[src/design/rdsge_pkg.sv]
package rdsge_pkg;

  // item kinds carried on s_tuser
  localparam logic [1:0] OP_NAME = 2'd0;
  localparam logic [1:0] OP_TEXT = 2'd1;
  localparam logic [1:0] OP_GEN  = 2'd2;

  // configuration register indexes
  localparam logic [2:0] CFG_PI_CODE          = 3'd0;
  localparam logic [2:0] CFG_TRAFFIC_PROGRAM  = 3'd1;
  localparam logic [2:0] CFG_PROGRAM_TYPE     = 3'd2;
  localparam logic [2:0] CFG_TRAFFIC_ANNOUNCE = 3'd3;
  localparam logic [2:0] CFG_MUSIC_SPEECH     = 3'd4;
  localparam logic [2:0] CFG_DECODER_INFO     = 3'd5;
  localparam logic [2:0] CFG_TEXT_AB_FLAG     = 3'd6;
  localparam logic [2:0] CFG_GROUP_RATIO      = 3'd7;

  localparam logic [7:0] GROUP_RATIO_RESET = 8'd8;

  localparam logic [7:0] CHAR_SPACE = 8'h20;
  localparam logic [7:0] CHAR_CR    = 8'h0D;

  localparam logic [15:0] GROUP_2A_TYPE = 16'h2000;
  localparam logic [15:0] NO_AF_FILLER  = 16'hE0CD;

  // low ten bits of g(x) = x^10 + x^8 + x^7 + x^5 + x^4 + x^3 + 1
  localparam logic [9:0] POLY_LOW = 10'h1B9;

  localparam logic [9:0] OFS_A = 10'h0FC;
  localparam logic [9:0] OFS_B = 10'h198;
  localparam logic [9:0] OFS_C = 10'h168;
  localparam logic [9:0] OFS_D = 10'h1B4;

  typedef logic [15:0][9:0] syn_table_t;
  typedef logic [25:0] rds_block_t;

  // x^(i+10) mod g(x) for each data bit i
  function automatic syn_table_t crc_syn_table();
    syn_table_t t;
    logic [9:0] r;
    r = POLY_LOW;
    for (int i = 0; i < 16; i++) begin
      t[i] = r;
      r = {r[8:0], 1'b0} ^ (r[9] ? POLY_LOW : 10'd0);
    end
    return t;
  endfunction

  localparam syn_table_t CRC_SYN = crc_syn_table();

  function automatic logic [9:0] crc10(input logic [15:0] data);
    logic [9:0] r;
    r = '0;
    for (int i = 0; i < 16; i++) begin
      if (data[i]) begin
        r = r ^ CRC_SYN[i];
      end
    end
    return r;
  endfunction

  function automatic rds_block_t make_block(input logic [15:0] data, input logic [9:0] ofs);
    return {data, crc10(data) ^ ofs};
  endfunction

endpackage

[src/design/rdsge_ram.sv]
module rdsge_ram #(
  parameter int WIDTH = 8,
  parameter int DEPTH = 16,
  localparam int AW = (DEPTH > 1) ? $clog2(DEPTH) : 1
) (
  input  logic             clk,
  input  logic             we,
  input  logic [AW-1:0]    waddr,
  input  logic [WIDTH-1:0] wdata,
  input  logic [AW-1:0]    raddr,
  output logic [WIDTH-1:0] rdata
);

  logic [WIDTH-1:0] mem [DEPTH];

  always_ff @(posedge clk) begin
    if (we) begin
      mem[waddr] <= wdata;
    end
    rdata <= mem[raddr];
  end

endmodule

[src/design/rdsge_text.sv]
module rdsge_text #(
  parameter int TEXT_LEN = 64
) (
  input  logic            clk,
  input  logic            rst,
  input  logic            wr_en,
  input  logic [5:0]      wr_index,
  input  logic [7:0]      wr_char,
  input  logic [5:0]      rd_pos,
  output logic [3:0][7:0] rd_chars
);

  // four lanes, one character of each row of four per lane
  localparam int Rows   = (TEXT_LEN + 3) / 4;
  localparam int RowAw  = (Rows > 1) ? $clog2(Rows) : 1;

  logic [Rows-1:0][3:0] valid;
  logic [RowAw-1:0]     wr_row;
  logic [RowAw-1:0]     rd_row;
  logic [RowAw-1:0]     rd_row_q;
  logic                 wr_ok;
  logic [3:0][7:0]      ram_q;

  assign wr_ok  = wr_en && ({1'b0, wr_index} < 7'(TEXT_LEN));
  assign wr_row = wr_index[RowAw+1:2];
  assign rd_row = rd_pos[RowAw+1:2];

  for (genvar lane = 0; lane < 4; lane++) begin : g_lane
    rdsge_ram #(
      .WIDTH(8),
      .DEPTH(Rows)
    ) u_ram (
      .clk  (clk),
      .we   (wr_ok && (wr_index[1:0] == 2'(lane))),
      .waddr(wr_row),
      .wdata(wr_char),
      .raddr(rd_row),
      .rdata(ram_q[lane])
    );
  end

  always_ff @(posedge clk) begin
    if (rst) begin
      valid <= '0;
    end else if (wr_ok) begin
      valid[wr_row][wr_index[1:0]] <= 1'b1;
    end
  end

  always_ff @(posedge clk) begin
    rd_row_q <= rd_row;
  end

  // never-written characters read as carriage return
  always_comb begin
    for (int k = 0; k < 4; k++) begin
      rd_chars[k] = valid[rd_row_q][k] ? ram_q[k] : rdsge_pkg::CHAR_CR;
    end
  end

endmodule

[src/design/rds_group_encoder.sv]
// RDS group encoder, types 0A and 2A.
// Input words on s_t*: s_tuser is the kind (write name char, write text
// char, generate group); s_tdata carries the character index and byte.
// Write words store a character and give no output. A generate word gives
// one output word on m_t*: four 26-bit blocks in m_tdata (A lowest) and the
// 2A flag in m_tuser. Every group_ratio 0A groups are followed by one 2A,
// and a group_ratio of zero gives no 2A groups. Configuration goes through
// cfg_we/cfg_index/cfg_data; the user must write it only while the block is
// idle, which the block itself does not enforce. Throughput: one input word
// per cycle while s_tready is high. A generate word is taken into the compute
// stage, reading the radiotext memory at the accepting edge; when the output
// register is free, the four blocks with their check words are loaded into it.
// Reset clears the positions and group counter, sets the configuration to
// defaults, and makes the name read as spaces and the radiotext as carriage
// returns.
// When m_tready is low the output register holds its group; one more group
// waits in the compute stage, and after that s_tready drops until the
// receiver takes the output word.
module rds_group_encoder #(
  parameter int TEXT_LEN = 64
) (
  input  logic         clk,
  input  logic         rst,
  input  logic         s_tvalid,
  output logic         s_tready,
  input  logic [15:0]  s_tdata,   // char_index[5:0], char_value[13:6], zero fill
  input  logic [1:0]   s_tuser,   // op[1:0]
  output logic         m_tvalid,
  input  logic         m_tready,
  output logic [103:0] m_tdata,   // block_a[25:0], block_b[51:26], block_c[77:52],
                                  // block_d[103:78]
  output logic         m_tuser,   // is_group_2a
  input  logic         cfg_we,
  input  logic [2:0]   cfg_index,
  input  logic [15:0]  cfg_data
);

  logic [15:0] pi_code;
  logic        traffic_program;
  logic [4:0]  program_type;
  logic        traffic_announce;
  logic        music_speech;
  logic [3:0]  decoder_info;
  logic        text_ab_flag;
  logic [7:0]  group_ratio;

  logic [3:0][15:0] name_rows;
  logic [1:0]       name_seg;
  logic [5:0]       text_position;
  logic [7:0]       group_counter;

  logic        s1_valid;
  logic        s1_is2a;
  logic [1:0]  s1_seg;
  logic [15:0] s1_name;

  logic        accept;
  logic        s1_adv;
  logic [1:0]  op;
  logic [5:0]  char_index;
  logic [7:0]  char_value;
  logic        gen_is2a;
  logic        text_wrap;

  logic [3:0][7:0] text_chars;
  logic [15:0]     common;
  logic [15:0]     data_b;
  logic [15:0]     data_c;
  logic [15:0]     data_d;

  assign op         = s_tuser;
  assign char_index = s_tdata[5:0];
  assign char_value = s_tdata[13:6];

  assign s1_adv   = s1_valid && (!m_tvalid || m_tready);
  assign s_tready = !s1_valid || !m_tvalid || m_tready;
  assign accept   = s_tvalid && s_tready;

  assign gen_is2a = (group_ratio != 8'd0) && (group_counter >= group_ratio);

  always_ff @(posedge clk) begin
    if (rst) begin
      pi_code          <= '0;
      traffic_program  <= 1'b0;
      program_type     <= '0;
      traffic_announce <= 1'b0;
      music_speech     <= 1'b0;
      decoder_info     <= '0;
      text_ab_flag     <= 1'b0;
      group_ratio      <= rdsge_pkg::GROUP_RATIO_RESET;
    end else if (cfg_we) begin
      case (cfg_index)
        rdsge_pkg::CFG_PI_CODE:          pi_code          <= cfg_data;
        rdsge_pkg::CFG_TRAFFIC_PROGRAM:  traffic_program  <= cfg_data[0];
        rdsge_pkg::CFG_PROGRAM_TYPE:     program_type     <= cfg_data[4:0];
        rdsge_pkg::CFG_TRAFFIC_ANNOUNCE: traffic_announce <= cfg_data[0];
        rdsge_pkg::CFG_MUSIC_SPEECH:     music_speech     <= cfg_data[0];
        rdsge_pkg::CFG_DECODER_INFO:     decoder_info     <= cfg_data[3:0];
        rdsge_pkg::CFG_TEXT_AB_FLAG:     text_ab_flag     <= cfg_data[0];
        rdsge_pkg::CFG_GROUP_RATIO:      group_ratio      <= cfg_data[7:0];
        default: ;
      endcase
    end
  end

  // name: four segments of two characters, even index in the high byte
  always_ff @(posedge clk) begin
    if (rst) begin
      name_rows <= {4{rdsge_pkg::CHAR_SPACE, rdsge_pkg::CHAR_SPACE}};
    end else if (accept && (op == rdsge_pkg::OP_NAME) && (char_index[5:3] == 3'd0)) begin
      if (char_index[0]) begin
        name_rows[char_index[2:1]][7:0] <= char_value;
      end else begin
        name_rows[char_index[2:1]][15:8] <= char_value;
      end
    end
  end

  rdsge_text #(
    .TEXT_LEN(TEXT_LEN)
  ) u_text (
    .clk     (clk),
    .rst     (rst),
    .wr_en   (accept && (op == rdsge_pkg::OP_TEXT)),
    .wr_index(char_index),
    .wr_char (char_value),
    .rd_pos  (text_position),
    .rd_chars(text_chars)
  );

  // group selection and name segment advance at accept
  always_ff @(posedge clk) begin
    if (rst) begin
      group_counter <= '0;
      name_seg      <= '0;
    end else if (accept && (op == rdsge_pkg::OP_GEN)) begin
      if (gen_is2a) begin
        group_counter <= '0;
      end else begin
        name_seg <= name_seg + 2'd1;
        if (group_ratio != 8'd0) begin
          group_counter <= group_counter + 8'd1;
        end
      end
    end
  end

  always_ff @(posedge clk) begin
    if (rst) begin
      s1_valid <= 1'b0;
    end else if (accept && (op == rdsge_pkg::OP_GEN)) begin
      s1_valid <= 1'b1;
    end else if (s1_adv) begin
      s1_valid <= 1'b0;
    end
  end

  always_ff @(posedge clk) begin
    if (accept && (op == rdsge_pkg::OP_GEN)) begin
      s1_is2a <= gen_is2a;
      s1_seg  <= name_seg;
      s1_name <= name_rows[name_seg];
    end
  end

  // wrap after the buffer end or a carriage return in the last char sent
  assign text_wrap = ({1'b0, text_position} + 7'd4 >= 7'(TEXT_LEN)) ||
                     (text_chars[3] == rdsge_pkg::CHAR_CR);

  always_ff @(posedge clk) begin
    if (rst) begin
      text_position <= '0;
    end else if (s1_adv && s1_is2a) begin
      text_position <= text_wrap ? 6'd0 : text_position + 6'd4;
    end
  end

  assign common = {5'd0, traffic_program, program_type, 5'd0};

  always_comb begin
    if (s1_is2a) begin
      data_b = rdsge_pkg::GROUP_2A_TYPE | common |
               {11'd0, text_ab_flag, text_position[5:2]};
      data_c = {text_chars[0], text_chars[1]};
      data_d = {text_chars[2], text_chars[3]};
    end else begin
      data_b = common | {11'd0, traffic_announce, music_speech,
                         decoder_info[~s1_seg], s1_seg};
      data_c = rdsge_pkg::NO_AF_FILLER;
      data_d = s1_name;
    end
  end

  always_ff @(posedge clk) begin
    if (rst) begin
      m_tvalid <= 1'b0;
    end else if (s1_adv) begin
      m_tvalid <= 1'b1;
    end else if (m_tready) begin
      m_tvalid <= 1'b0;
    end
  end

  always_ff @(posedge clk) begin
    if (s1_adv) begin
      m_tuser <= s1_is2a;
      m_tdata <= {rdsge_pkg::make_block(data_d, rdsge_pkg::OFS_D),
                  rdsge_pkg::make_block(data_c, rdsge_pkg::OFS_C),
                  rdsge_pkg::make_block(data_b, rdsge_pkg::OFS_B),
                  rdsge_pkg::make_block(pi_code, rdsge_pkg::OFS_A)};
    end
  end

endmodule

[config.mk]
export PLATFORM = sky130hd
export DESIGN_NAME = rds_group_encoder
export DESIGN_NICKNAME = d
export VERILOG_FILES = /design/src/design/rdsge_pkg.sv /design/src/design/rdsge_ram.sv /design/src/design/rdsge_text.sv /design/src/design/rds_group_encoder.sv
export SDC_FILE = /design/constraint.sdc
export NUM_CORES = 1
export LEC_CHECK = 0
export ABC_CLOCK_PERIOD_IN_PS = 4840
export BUFFER_PORTS_ARGS = -buffer_cell sky130_fd_sc_hd__buf_2
export CAP_MARGIN = 20
export CELL_PAD_IN_SITES_DETAIL_PLACEMENT = 1
export CELL_PAD_IN_SITES_GLOBAL_PLACEMENT = 1
export CORE_ASPECT_RATIO = 1.75
export CORE_MARGIN = 8
export CORE_UTILIZATION = 53
export CTS_BUF_LIST = sky130_fd_sc_hd__clkbuf_16
export DETAILED_ROUTE_END_ITERATION = 10
export GPL_TIMING_DRIVEN = 0
export PLACE_DENSITY_LB_ADDON = 0.1
export SYNTH_ARGS = -nofsm -noshare
export SYNTH_HDL_FRONTEND = slang
export SYNTH_SLANG_ARGS = --single-unit
[constraint.sdc]
create_clock -name clk -period 4.84 [get_ports clk]
set_input_delay 0.968 -clock clk [delete_from_list [all_inputs] [get_ports clk]]
set_output_delay 0.968 -clock clk [all_outputs]
set_load 0.005 [all_outputs]
==> results of run 1 <==
==> metrics by stage <==
step           cells  cell area, um^2  hold slack, ps  power, mW  worst slack [ps]
5_1_grt         3129            38270           386.2      14.85             618.0
6_report        3130            38270           370.1      14.47             763.4
4_1_cts         3115            38070           370.7      14.58             694.1
3_5_place_dp    2971            35530           344.7      8.470             724.5
3_3_place_gp    2958            35300           342.3      8.441            -935.9
2_1_floorplan   2013            33590           329.0      8.243             382.7
==> worst max path at each step <==
| stage | from | end | slack [ps] | cells after the start |
|---|---|---|---|---|
| floorplan | m_tready | text_position[4] | 380 | 6 |
| global placement | m_tready | text_position[4] | -940 | 7 |
| detailed placement | s1_is2a | m_tdata[86] | 720 | 8 |
| CTS | s1_is2a | m_tdata[86] | 690 | 8 |
| global route | s1_is2a | m_tdata[86] | 620 | 8 |
| finish | s1_is2a | m_tdata[86] | 760 | 8 |
==> area by class of cell <==
type | instances | area [um^2]
fill | 5689 | 24780
sequential | 848 | 23290
multi-input combinational | 1028 | 9731
clock buffer | 82 | 2052
timing repair buffer | 166 | 1121
tap | 806 | 1008
clock inverter | 62 | 490.5
buffer | 110 | 469.2
inverter | 27 | 101.3
antenna | 1 | 2.502
==> flip-flops by register name, summed over array words and instances (netlist names), 2 cells and up <==
signal	count
u_text.g_lane.u_ram.mem	512
m_tdata	100
name_rows	64
u_text.valid	64
u_text.g_lane.u_ram.rdata	32
pi_code	16
s1_name	16
group_counter	8
group_ratio	8
program_type	5
decoder_info	4
text_position	4
u_text.rd_row_q	4
name_seg	2
s1_seg	2
==> metal layers <==
| layer | GRT usage | up-vias |
|---|---|---|
| li1 | - | 8043 |
| met1 | 0.2665 | 9608 |
| met2 | 0.4856 | 529 |
| met3 | 0.03173 | 177 |
| met4 | 0.1218 | 2 |
| met5 | 0 | - |
==> synth_stat cells, types with 7 or more instances <==
library cell and instances:
a211oi_1 8, xnor2_1 111, and3_1 8, ha_1 10, nand3_1 13, nor2_1 247
mux2i_1 94, xor2_1 55, nand2_1 109, nand3b_1 7, a21oi_1 47, mux4_2 191
inv_1 26, nor3b_1 9, nand2b_1 13, o21ba_2 18, buf_1 19, edfxtp_1 631
clkbuf_1 81, dfxtp_1 217
==> report_power, final <==
group	switching (mW)	internal [mW]	total, mW
Sequential	0.0217	7.84	7.86
Combinational	0.303	0.146	0.449
Clock	2.70	3.46	6.16
==> cells by family after synthesis <==
family                     share of synthesized area
muxes                                         0.1572
xor gates and xnor gates                     0.04777
adders and majority gates                   0.003726
AOI/OAI and AO/OA                            0.02519
buffers and inverters                        0.01699
other                                      0.0001117
DFF                                           0.6936
and+or+nand+nor                              0.05533
==> flow_summary.json, run 1 <==
{
  "rows": 122,
  "dieArea_um2": 71990,
  "die_w_um": 206.3,
  "cts_max_level": 3,
  "end_kind": "register",
  "p_per_area_nw_per_um2": 378.2,
  "syn-cell-area_um2": 33580,
  "ios": 149,
  "synth_top_cell_by_area": "edfxtp_1",
  "rr_startpoint": "s1_is2a",
  "met1_length_mm": 31.14,
  "top_layer": "met5",
  "clock_sinks": 848,
  "critical_path.max_stage_delay_ps": 830,
  "period_needed_ps": 4077,
  "hold_buffers": 0,
  "r2r_setup_slack_ps": 760,
  "start_kind": "register",
  "drtPass1Iterations": 5,
  "vias": 18360,
  "rsz0062_at_grt": "no",
  "wl_mm": 89.81,
  "ys_top_cells_by_area": "edfxtp_1, dfxtp_1, mux4_2",
  "layout_commonest_cell": "edfxtp_1",
  "synthFlopType": "edfxtp_1",
  "initial_utilization": 0.5326,
  "drive_gt1_frac": 0.2251,
  "fin_crit_sh": 0.8423,
  "cap_violations": 0,
  "mostFrequentLayoutCells": "edfxtp_1, nor2_1, dfxtp_1",
  "min_from": "text_position[2]",
  "crit_type": "reg2reg",
  "path_clk_slew_ps": 70,
  "post-cts-setup-buffers": 0,
  "yosysSeqAreaShare": 0.6936,
  "port_buffers": 139,
  "slowest_stage": "buf_1",
  "hold_viol_final": 0,
  "grt_pass1_wl_mm": 131.3,
  "fin_worst_skew_ps": 19.39,
  "syn_inst": 2010,
  "grtUsageTotal": 0.2529,
  "hold_depth": 0,
  "clockBufferDepth": 3,
  "drtAntennaViolNets": 0,
  "ys_seq_elements": 848,
  "clock.fmax_mhz": 245.3,
  "synth_top_area_frac": 0.5643,
  "grt-ovfl-total": 0,
  "ir_worst_vdd_mv": 0.3612,
  "antenna_found_initial": 3,
  "crit_family": "buffers and inverters",
  "cp_num_buf_inv": 4,
  "cp.arrival_ps": 4440,
  "worstPathRequired_ps": 5200,
  "hp-class": "reg2reg",
  "drc": 0,
  "async_reset_ff_frac": 0,
  "crit_path_cell_trace": "buf_1 -> inv_1 -> clkbuf_1 -> buf_1 -> a22oi_1 -> xnor2_1 -> xnor2_1 -> xnor2_1",
  "outcome": "completed",
  "clkLatencyLatePin_ps": 640,
  "reg2regPathDepth": 8,
  "relSlewSlack": 0.1838,
  "synth.distinct_cells": 59,
  "maxSlewViolCount": 0,
  "synth-edff-count": 631,
  "clockRootBuffer": "clkbuf_16",
  "hpwl_mm": 65.18,
  "worstMarginPinSlew_ps": 1224,
  "syn2layout_area_growth_pct": 13.96,
  "reg2reg_to": "m_tdata[86]",
  "cts_tree": "built",
  "wl_per_cell_um": 28.69,
  "gp_congestion": 0.8706,
  "post-route-util": 0.6070,
  "wl_met2_mm": 50.65,
  "leakagePower_nw": 12.77,
  "die_h_um": 349.0,
  "cts_made_buffers": 77,
  "avgViaCountPerCell": 5.865,
  "cts_resized": 0,
  "cpMostUsedCell": "xnor2_1",
  "coreArea_um2": 63040,
  "wl_met3_mm": 3.783,
  "setup_viol": 0,
  "drt_iter0_markers": 1218,
  "grt_max_degree": 73,
  "crit_fanout": 10,
  "avgSynthCellArea_um2": 16.71,
  "worstHoldEndpoint": "u_text.rd_row_q[0]",
  "nNetsFinal": 2310,
  "grt_pass1_vias": 20020,
  "ys_warn_count": 0,
  "finalSetupTns_ps": 0
}
No activity file was read; power rests on OpenSTA's default activity.
==> run 2: changes to the inputs <==
--- a/config.mk
+++ b/config.mk
@@ -5,7 +5,7 @@
 export SDC_FILE = /design/constraint.sdc
 export NUM_CORES = 1
 export LEC_CHECK = 0
-export ABC_CLOCK_PERIOD_IN_PS = 4840
+export ABC_CLOCK_PERIOD_IN_PS = 4100
 export BUFFER_PORTS_ARGS = -buffer_cell sky130_fd_sc_hd__buf_2
 export CAP_MARGIN = 20
 export CELL_PAD_IN_SITES_DETAIL_PLACEMENT = 1
==> constraint.sdc (replaced) <==
create_clock -name clk -period 4.1 [get_ports clk]
set_input_delay 0.82 -clock clk [delete_from_list [all_inputs] [get_ports clk]]
set_output_delay 0.82 -clock clk [all_outputs]
set_load 0.005 [all_outputs]
==> run 2 against run 1 <==
  * Setup slack worse by 680 ps
  * Global-route usage is essentially flat
  * Maximum frequency rose by 1.6%
  * Sequential share of layout area is 0.24 points higher
  * Sequential cell count did not move
  * Clock-buffer cell count fell by 3
  * Routed wire length is 0.16% lower
  * Die area did not move
  * Sequential power increased by 18%
  * Combinational power is 17% higher
  * First-iteration DRC count down 8.5%
  * Hold slack got worse by 2.1 ps
==> flow_summary.json, run 2 (synthesis results as in run 1) <==
{
  "antenna_found_initial": 3,
  "cap_violations": 0,
  "gp_congestion": 0.8827,
  "reg.largest.list": "u_text.g_lane.u_ram.mem x512, m_tdata x100",
  "grt_pass1_vias": 20450,
  "avgViaCountPerCell": 5.857,
  "cp.arrival_ps": 4300,
  "leakagePower_nw": 12.71,
  "rows": 122,
  "cts_resized": 0,
  "cp-startpoint": "s1_is2a",
  "die_h_um": 349.0,
  "fin_crit_sh": 0.9787,
  "multi_input_area_um2": 9731,
  "clockRootBuffer": "clkbuf_16",
  "initial_utilization": 0.5326,
  "drc": 0,
  "period_needed_ps": 4013,
  "ir_worst_vdd_mv": 0.5517,
  "reg2regPathDepth": 5,
  "finalSetupTns_ps": 0,
  "die_w_um": 206.3,
  "relSlewSlack": 0.2299,
  "layout_commonest_cell": "edfxtp_1",
  "top_layer": "met5",
  "path_clk_slew_ps": 60,
  "hold_buffers": 0,
  "crit_fanout": 10,
  "drive_gt1_frac": 0.2216,
  "hpwl_mm": 65.16,
  "rr_startpoint": "s1_is2a",
  "coreArea_um2": 63040,
  "layout.cells.non_filler": 3127,
  "worstPathRequired_ps": 4390,
  "wl_mm": 89.66,
  "dp_cells": 2972,
  "clockBufferDepth": 3,
  "worstMarginPinSlew_ps": 1155,
  "cts_made_buffers": 76,
  "drtAntennaViolNets": 0,
  "r2r_setup_slack_ps": 90,
  "wl_met2_mm": 50.94,
  "hold_viol_final": 0,
  "seq_area_um2": 23290,
  "met1_length_mm": 30.58,
  "clock_sinks": 848,
  "hp-class": "reg2reg",
  "grt_max_degree": 73,
  "clock.fmax_mhz": 249.2,
  "worstSetupEndpoint": "m_tdata[75]",
  "grt-ovfl-total": 0,
  "cts_max_level": 3,
  "drt_iter0_markers": 1114,
  "drtPass1Iterations": 5,
  "dieArea_um2": 71990,
  "top_register": "u_text.g_lane.u_ram.mem",
  "rsz0062_at_grt": "no",
  "wl_per_cell_um": 28.67,
  "crit_type": "reg2reg",
  "fillers": 5677,
  "largest_reg_flops": 512,
  "stdcell_area_um2": 38120,
  "start_kind": "register",
  "p_per_area_nw_per_um2": 440.5,
  "ios": 149,
  "mostFrequentLayoutCells": "edfxtp_1, nor2_1, dfxtp_1",
  "post-cts-setup-buffers": 0,
  "maxSlewViolCount": 0,
  "syn2layout_area_growth_pct": 13.52,
  "dpl_cell_area_um2": 35540,
  "nNetsFinal": 2308,
  "setup_viol": 0,
  "vias": 18320,
  "end_kind": "register",
  "finalPower_mw": 16.79,
  "grt_pass1_wl_mm": 131.0,
  "outcome": "completed",
  "cts_tree": "built",
  "reg2reg_to": "m_tdata[75]",
  "wl_met3_mm": 3.731,
  "grtUsageTotal": 0.2526,
  "fin_worst_skew_ps": 22.26,
  "port_buffers": 139,
  "clkLatencyLatePin_ps": 640
}
-- run 2: cell types whose count changed in the layout (fill, tap and decap cells not counted), sizes merged --
cell | previous run | this run
clkinv | 25 | 32
buf | 195 | 192
clkinvlp | 5 | 2
bufinv | 7 | 5
clkbuf | 163 | 161
clkdlybuf4s15 | 0 | 1
inv | 52 | 51
-- run 2: worst min path at each step --
| stage | from | to | slack (ps) | cells after the start |
|---|---|---|---|---|
| floorplan | text_position[5] | u_text.rd_row_q[3] | 330 | 0 |
| global placement | text_position[5] | u_text.rd_row_q[3] | 340 | 0 |
| detailed placement | text_position[5] | u_text.rd_row_q[3] | 350 | 0 |
| CTS | text_position[5] | u_text.rd_row_q[3] | 380 | 0 |
| global route | text_position[5] | u_text.rd_row_q[3] | 370 | 0 |
| finish | text_position[5] | u_text.rd_row_q[3] | 370 | 0 |
-- run 2: area by class of cell --
type                    instances  area share
repair buffers                165     0.02862
clock buffers                  79     0.05186
well taps                     806     0.02645
inverters                      27    0.002659
multi-input cells            1028      0.2553
clock inverters                63     0.01155
flip-flops and latches        848      0.6110
diodes                          1  0.00006564
plain buffers                 110     0.01251
-- run 2: per-stage QoR --
stage / util / hold WS [ps] / setup WS, ps
floorplan: - / 329.0 / 1027
global placement: 0.5599 / 341.8 / 36.82
detailed placement: 0.5638 / 352.6 / 11.86
CTS: 0.6021 / 376.6 / 9.615
global route: 0.6046 / 373.8 / 58.23
finish: 0.6047 / 368.1 / 87.17
-- run 2: power by group --
group	total (mW)	switching [mW]	internal, mW
logic	0.527	0.355	0.173
registers	9.28	0.0253	9.26
clock network	6.98	3.15	3.83
total	16.8	3.53	13.3
-- run 2: routing by layer --
| metal | GRT usage | up-vias |
|---|---|---|
| met1 | 0.2605 | 9529 |
| met2 | 0.4884 | 524 |
| met4 | 0.1233 | 4 |
| met3 | 0.03423 | 204 |
| li1 | - | 8054 |
| met5 | 0 | - |
-- run 2: critical path: stages, from the launching register on --
cell and delay, ps:
edfxtp_1 470, clkdlybuf4s15_1 830, clkbuf_1 730, clkbuf_1 570
clkbuf_1 760, nand2_1 300
